[config.mk]
export PLATFORM = sky130hd
export DESIGN_NAME = alarm_tone_pattern_generator_top
export DESIGN_NICKNAME = d
export VERILOG_FILES = /design/src/rtl/atpg_pkg.sv /design/src/rtl/alarm_tone_pattern_generator_top.sv
export SDC_FILE = /design/constraint.sdc
export NUM_CORES = 1
export LEC_CHECK = 0
export BUFFER_PORTS_ARGS = -buffer_cell sky130_fd_sc_hd__buf_4
export CAP_MARGIN = 10
export CORE_MARGIN = 2
export CORE_UTILIZATION = 30
export DETAILED_ROUTE_END_ITERATION = 8
export PLACE_DENSITY = 0.42
export SETUP_SLACK_MARGIN = 0.2
export SYNTH_ARGS = -nofsm -noshare
export SYNTH_HDL_FRONTEND = slang
export SYNTH_SLANG_ARGS = --single-unit
[constraint.sdc]
create_clock -name clock -period 3.2 [get_ports clock]
set_input_delay 0.32 -clock clock [delete_from_list [all_inputs] [get_ports clock]]
set_output_delay 0.32 -clock clock [all_outputs]
set_load 0.05 [all_outputs]
[src/rtl/atpg_pkg.sv]
// Shared types and constants for the alarm tone pattern generator.
// No dependencies; imported by the top level and its checker.
package atpg_pkg;

   typedef enum logic [2:0] {
      PH_IDLE   = 3'd0,
      PH_BEEP1  = 3'd1,
      PH_PAUSE1 = 3'd2,
      PH_BEEP2  = 3'd3,
      PH_PAUSE2 = 3'd4
   } phase_type;

   typedef enum logic [1:0] {
      MUTE_NONE  = 2'd0,
      MUTE_SET   = 2'd1,
      MUTE_CLEAR = 2'd2
   } mute_cmd_type;

   localparam logic [2:0] KIND_NONE     = 3'd0;
   localparam logic [2:0] KIND_CRITICAL = 3'd1;
   localparam logic [2:0] KIND_FULL     = 3'd2;
   localparam logic [2:0] KIND_LEAKAGE  = 3'd3;
   localparam logic [2:0] KIND_BLOCKAGE = 3'd4;
   localparam logic [2:0] KIND_LOW_BATT = 3'd5;

   localparam logic REG_BEEP_LIMIT = 1'b0;
   localparam logic REG_MUTE_LIMIT = 1'b1;

   localparam logic [15:0] BEEP_LIMIT_RESET = 16'd1500;
   localparam logic [15:0] MUTE_LIMIT_RESET = 16'd15000;

   localparam logic [7:0] LONG_ON_TICKS     = 8'd30;
   localparam logic [7:0] LONG_PERIOD_TICKS = 8'd40;
   localparam logic [7:0] CHIRP_ON_TICKS    = 8'd5;
   localparam logic [7:0] CHIRP_PERIOD      = 8'd100;
   localparam logic [7:0] BEEP_STEP_TICKS   = 8'd10;
   localparam logic [7:0] BEEP_GAP_TICKS    = 8'd100;
   localparam logic [5:0] BLINK_ON_TICKS    = 6'd25;
   localparam logic [5:0] BLINK_PERIOD      = 6'd50;

endpackage

[src/rtl/alarm_tone_pattern_generator_top.sv]
// Alarm tone pattern generator: tick stream in, buzzer/LED/status stream out.
// Ticks pass the input, then the output register; one per cycle unless stalled.
// Throughput is set by the single registered update of the tone/mute state.
// An input register and an output register part the two stream sides.
// Synchronous active-high reset clears state, stage valids and loads the
// default limits (beep 1500, mute 15000). Depends on atpg_pkg.
module alarm_tone_pattern_generator_top (
   input  logic        clock,
   input  logic        reset,
   input  logic        req_tvalid,
   output logic        req_tready,
   // battery_empty, battery_low, charging, canister_full, leakage, blockage,
   // mute_cmd[7:6]
   input  logic [7:0]  req_tdata,
   output logic        rsp_tvalid,
   input  logic        rsp_tready,
   // buzzer_on, green_led_on, alarm_kind[4:2], alarm_on, muted, zero pad
   output logic [7:0]  rsp_tdata,
   input  logic        csr_we,
   input  logic        csr_addr,
   input  logic [15:0] csr_wdata
);
   import atpg_pkg::*;

   logic        in_valid_ff, in_valid_in;
   logic [7:0]  in_data_ff;
   logic        out_valid_ff, out_valid_in;
   logic [7:0]  out_data_ff, out_data_in;
   logic        advance;

   logic [15:0] beep_limit_ff, mute_limit_ff;
   phase_type   phase_ff, phase_in;
   logic [7:0]  ptimer_ff, ptimer_in;
   logic [5:0]  blink_ff, blink_in;
   logic [15:0] runtime_ff, runtime_in;
   logic [15:0] mcount_ff, mcount_in;
   logic        mute_ff, mute_in;
   logic        buzz_ff, buzz_in;
   logic        led_ff, led_in;
   logic [2:0]  kind;

   assign advance      = in_valid_ff && (!out_valid_ff || rsp_tready);
   assign req_tready   = !in_valid_ff || advance;
   assign in_valid_in  = req_tready ? req_tvalid : in_valid_ff;
   assign out_valid_in = advance || (out_valid_ff && !rsp_tready);
   assign rsp_tvalid   = out_valid_ff;
   assign rsp_tdata    = out_data_ff;

   always_comb begin
      logic empty, low, chg, full, leak, block;
      logic [1:0] cmd;
      empty = in_data_ff[0];
      low   = in_data_ff[1];
      chg   = in_data_ff[2];
      full  = in_data_ff[3];
      leak  = in_data_ff[4];
      block = in_data_ff[5];
      cmd   = in_data_ff[7:6];

      phase_in   = phase_ff;
      ptimer_in  = ptimer_ff;
      blink_in   = blink_ff;
      runtime_in = runtime_ff;
      mcount_in  = mcount_ff;
      mute_in    = mute_ff;
      buzz_in    = buzz_ff;
      led_in     = led_ff;

      case (cmd)
         MUTE_SET: begin
            mute_in   = 1'b1;
            mcount_in = 16'd0;
            buzz_in   = 1'b0;
         end
         MUTE_CLEAR: begin
            mute_in = 1'b0;
         end
         default: begin
         end
      endcase

      if (empty && !chg)      kind = KIND_CRITICAL;
      else if (full)          kind = KIND_FULL;
      else if (leak)          kind = KIND_LEAKAGE;
      else if (block)         kind = KIND_BLOCKAGE;
      else if (low && !chg)   kind = KIND_LOW_BATT;
      else                    kind = KIND_NONE;

      if (kind != KIND_NONE) begin
         blink_in = blink_ff + 6'd1;
         if (blink_ff < BLINK_ON_TICKS) led_in = 1'b1;
         else if (blink_in < BLINK_PERIOD) led_in = 1'b0;
         else blink_in = 6'd0;

         if (mute_in) begin
            buzz_in = 1'b0;
         end else begin
            if (kind == KIND_CRITICAL || kind == KIND_FULL) begin
               ptimer_in = ptimer_ff + 8'd1;
               if (ptimer_ff < LONG_ON_TICKS) buzz_in = 1'b1;
               else if (ptimer_in < LONG_PERIOD_TICKS) buzz_in = 1'b0;
               else ptimer_in = 8'd0;
            end else if (kind == KIND_LEAKAGE || kind == KIND_BLOCKAGE) begin
               ptimer_in = ptimer_ff + 8'd1;
               case (phase_ff)
                  PH_IDLE: begin
                     phase_in  = PH_BEEP1;
                     ptimer_in = 8'd0;
                  end
                  PH_BEEP1: begin
                     buzz_in = 1'b1;
                     if (ptimer_ff >= BEEP_STEP_TICKS) begin
                        phase_in  = PH_PAUSE1;
                        ptimer_in = 8'd0;
                     end
                  end
                  PH_PAUSE1: begin
                     buzz_in = 1'b0;
                     if (ptimer_ff >= BEEP_STEP_TICKS) begin
                        phase_in  = PH_BEEP2;
                        ptimer_in = 8'd0;
                     end
                  end
                  PH_BEEP2: begin
                     buzz_in = 1'b1;
                     if (ptimer_ff >= BEEP_STEP_TICKS) begin
                        phase_in  = PH_PAUSE2;
                        ptimer_in = 8'd0;
                     end
                  end
                  PH_PAUSE2: begin
                     buzz_in = 1'b0;
                     if (ptimer_ff >= BEEP_GAP_TICKS) begin
                        phase_in  = PH_IDLE;
                        ptimer_in = 8'd0;
                     end
                  end
                  default: begin
                     phase_in  = PH_IDLE;
                     ptimer_in = ptimer_ff;
                  end
               endcase
            end else begin
               ptimer_in = ptimer_ff + 8'd1;
               if (ptimer_ff < CHIRP_ON_TICKS) buzz_in = 1'b1;
               else if (ptimer_in < CHIRP_PERIOD) buzz_in = 1'b0;
               else ptimer_in = 8'd0;
            end

            if (runtime_ff > beep_limit_ff) begin
               buzz_in    = 1'b0;
               runtime_in = 16'd0;
            end else begin
               runtime_in = runtime_ff + 16'd1;
            end
         end
      end else begin
         led_in   = 1'b1;
         buzz_in  = 1'b0;
         phase_in = PH_IDLE;
      end

      if (mute_in) begin
         if (mcount_in >= mute_limit_ff) begin
            mute_in   = 1'b0;
            mcount_in = 16'd0;
         end else begin
            mcount_in = mcount_in + 16'd1;
         end
      end

      out_data_in = {1'b0, mute_in, kind != KIND_NONE, kind, led_in, buzz_in};
   end

   always_ff @(posedge clock) begin
      if (reset) begin
         in_valid_ff   <= 1'b0;
         out_valid_ff  <= 1'b0;
         beep_limit_ff <= BEEP_LIMIT_RESET;
         mute_limit_ff <= MUTE_LIMIT_RESET;
         phase_ff      <= PH_IDLE;
         ptimer_ff     <= 8'd0;
         blink_ff      <= 6'd0;
         runtime_ff    <= 16'd0;
         mcount_ff     <= 16'd0;
         mute_ff       <= 1'b0;
         buzz_ff       <= 1'b0;
         led_ff        <= 1'b0;
      end else begin
         in_valid_ff  <= in_valid_in;
         out_valid_ff <= out_valid_in;
         if (csr_we) begin
            case (csr_addr)
               REG_BEEP_LIMIT: beep_limit_ff <= csr_wdata;
               REG_MUTE_LIMIT: mute_limit_ff <= csr_wdata;
               default: begin
               end
            endcase
         end
         if (advance) begin
            phase_ff   <= phase_in;
            ptimer_ff  <= ptimer_in;
            blink_ff   <= blink_in;
            runtime_ff <= runtime_in;
            mcount_ff  <= mcount_in;
            mute_ff    <= mute_in;
            buzz_ff    <= buzz_in;
            led_ff     <= led_in;
         end
      end
   end

   always_ff @(posedge clock) begin
      if (req_tready) in_data_ff <= req_tdata;
      if (advance) out_data_ff <= out_data_in;
   end

endmodule

==> run summary <==
# fillers -> 1964
Syn Inst Count -> 694
Overflow after GRT -> 0
Most used DFF post-synth -> dfxtp_1
Clock Tree Buf Depth -> 2
Synth area leader -> dfxtp_1
EDFF count, synth -> 15
Post-cts resize count -> 1
CP peak stage delay -> 0.38 ns
Total Wirelength -> 14.7 mm
Worst-Margin Slew -> 0.586 ns
Critical Path, Cell by Cell -> ha_2 > nor2b_1 > ha_1 > a21o_1 > a21o_1 > a21oi_1 > o211ai_1 > a21oi_1 > buf_4 > a221oi_1 > nor3_1
Ys Warns -> 0
Data arrival time of the critical path -> 3.01 ns
P_sw -> 709 uW
Clock latency on the worst-skew pair -> 0.35 ns
Core area -> 0.0188 mm^2
Total power -> 2.76 mW
Worst-path fanout max -> 20
Syn Nets -> 763
CP max stage cell -> edfxtp_1
Seq/Total Area, Yosys -> 37.6%
Drt wl/cell -> 15.4 um
Vias per cell -> 5.05
Final setup fails -> 0
Detailed Routing Iterations Pass 1 -> 4
Antenna violation net count after detailed routing -> 0
Layout area overhead -> 13.7%
Chip height -> 143 um
Yosys reg bits -> 101
Peak Freq -> 365 MHz
HPWL Detailed -> 10.8 mm
Initial antenna violation count -> 0
CTS Buf Count -> 9
Initial Utilization -> 30.8%
CTS hold repair buffers -> 0
Io pins -> 40
Global-route wire length before repair -> 24.1 mm
Leading post-synthesis cells by cell area -> dfxtp_1, ha_1, edfxtp_1, nand2_1, a21oi_1
Hold Fails Final Rpt -> 0
FP Rows -> 50
Gr usage total -> 15.0%
# port buffers -> 38
Top-area cell type share of the netlist area -> 29.8%
Cell Pwr Density -> 421 mW/mm^2
Die width -> 143 um
Commonest cells in the netlist -> dfxtp_1, nand2_1, nor2_1
Final Cycle Share -> 85.7%
Gp weighted congestion -> 0.786
Cell Area, Synth -> 0.00577 mm^2
Clock Skews -> 0.0103 ns
Worst setup SP type -> flip-flop
Fin Hold WS -> 0.140 ns
Starting DRT DRC Count -> 142
Max-slew headroom -> 60.7%
RSZ-0062 raised after global routing -> false
Leakage power -> 2.71 nW
Clock power frac -> 39.0%
Reg clk slew, reported paths -> 0.07 ns
Gate power share -> 11.5%
TritonCTS clock tree -> done
Fin. max-slew vios -> 0
# nets final -> 787
Required time worst endpoint -> 3.47 ns
Crit end category -> flip-flop
Minimum clock period -> 2.74 ns
Internal -> 2.06 mW
Mean Syn Cell Area -> 8.32 um^2
Clk sinks -> 101
ANT cells -> 0
H-tree Lvls -> 3
Root Buffer -> clkbuf_16
Maximum vdd drop -> 0.230 mV
Total Die Area -> 0.0204 mm^2
Max-cap violation count -> 0
Fin Setup TNS -> 0 ns
DRC viols -> 0
Fraction of layout cells with a size suffix above 1 -> 11.6%
Status -> complete, no violations
Setup Fix Bufs, Post-CTS -> 0
Crit Path Category -> reg2reg
Distinct cells, synth -> 71
Flop pwr share -> 49.5%
Min-delay worst type -> in2reg
Async SR Flop Fraction -> 0%
Vias in the first global route -> 4672
Finished Core Util -> 35.0%
Largest net degree at the start of global routing -> 51
Sw Ratio -> 25.6%
Via Count -> 4835
## cells by family (layout without fill, tap and decap cells)
family | after synthesis | count (layout) | share of synthesized area (%)
simple gates | 304 | 304 | 27.0
compound gates | 135 | 135 | 16.3
flops | 101 | 101 | 37.6
buf+inv | 85 | 114 | 6.07
fa+ha+maj | 39 | 39 | 8.45
xor+xnor | 27 | 27 | 4.10
mux | 2 | 2 | 0.347
other cells | 1 | 1 | 0.0650
## flip-flops by register name, indices dropped and copies added, names as in the netlist, 3 cells and up
signal	cells
beep_limit_ff	16
mcount_ff	16
mute_limit_ff	16
runtime_ff	16
in_data_ff	8
ptimer_ff	8
rsp_tdata	7
blink_ff	6
phase_ff	3
## area by class of cell
type | count | area [um^2] | share of cell area (%)
Clock buffer | 15 | 279 | 4.25
Sequential cell | 101 | 2170 | 33.1
Tap cell | 234 | 293 | 4.46
Inverter | 51 | 191 | 2.92
Multi-Input combinational cell | 508 | 3270 | 49.8
Timing Repair Buffer | 47 | 353 | 5.38
Clock inverter | 1 | 5.00 | 0.0762
## per-layer routing
metal  up-vias  GRT usage [%]  wire length, um
li1       2492              -                -
met1      2265           19.6             7230
met2        64           25.2             6820
met3        14           2.88              461
met4         0           4.53              185
met5         -              0                0
## placed cells by master (no fill, tap or decap), drive strengths merged, types with 4 or more instances in the layout
master  netlist  final
a211o        11     11
nor2         62     62
xor2         11     11
nand3        31     31
edfxtp       15     15
a21oi        54     54
nand2b       11     11
and3          6      6
nand2        86     86
ha           39     39
nand4        26     26
xnor2        16     16
a32o          4      4
nor3         21     21
a21o         10     10
dfxtp        86     86
nor4          7      7
or3           4      4
clkbuf       25     15
nand3b       10     10
o21ai        13     13
a31oi        11     11
inv          51     51
buf           9     47
nor2b        19     19
a221oi       10     10
## worst max-delay path: cells and delay by family (launching register included)
family          cells  cell delay [ns]
compound gates      6             0.92
fa+ha+maj           2             0.60
simple gates        2             0.48
flops               1             0.38
buf+inv             1             0.27
## power by group through the flow
stage / logic, mW / clock network [mW] / registers, mW
6_report: 0.318 / 1.08 / 1.37
5_1_grt: 0.357 / 1.18 / 1.37
4_1_cts: 0.322 / 1.13 / 1.37
3_5_place_dp: 0.320 / 0 / 1.40
3_3_place_gp: 0.314 / 0 / 1.40
2_1_floorplan: 0.201 / 0 / 1.40
## metrics by stage
stage | instances | cell area [um^2] | setup slack (ns)
floorplan | 694 | 5770 | 0.550
global placement | 941 | 6260 | 0.262
detailed placement | 941 | 6260 | 0.198
CTS | 957 | 6550 | 0.284
global route | 957 | 6560 | 0.221
finish | 957 | 6560 | 0.459
## final timing paths
check	startpoint	endpoint	slack [ns]	cells after the start
min reg2reg	beep_limit_ff[15]	beep_limit_ff[15]	0.46	2
max reg2reg	in_data_ff[6]	mcount_ff[9]	0.46	11
max	in_data_ff[6]	mcount_ff[9]	0.46	11
min	req_tdata[3]	in_data_ff[3]	0.14	1
Note: power is estimated with default switching activity, not from simulation.
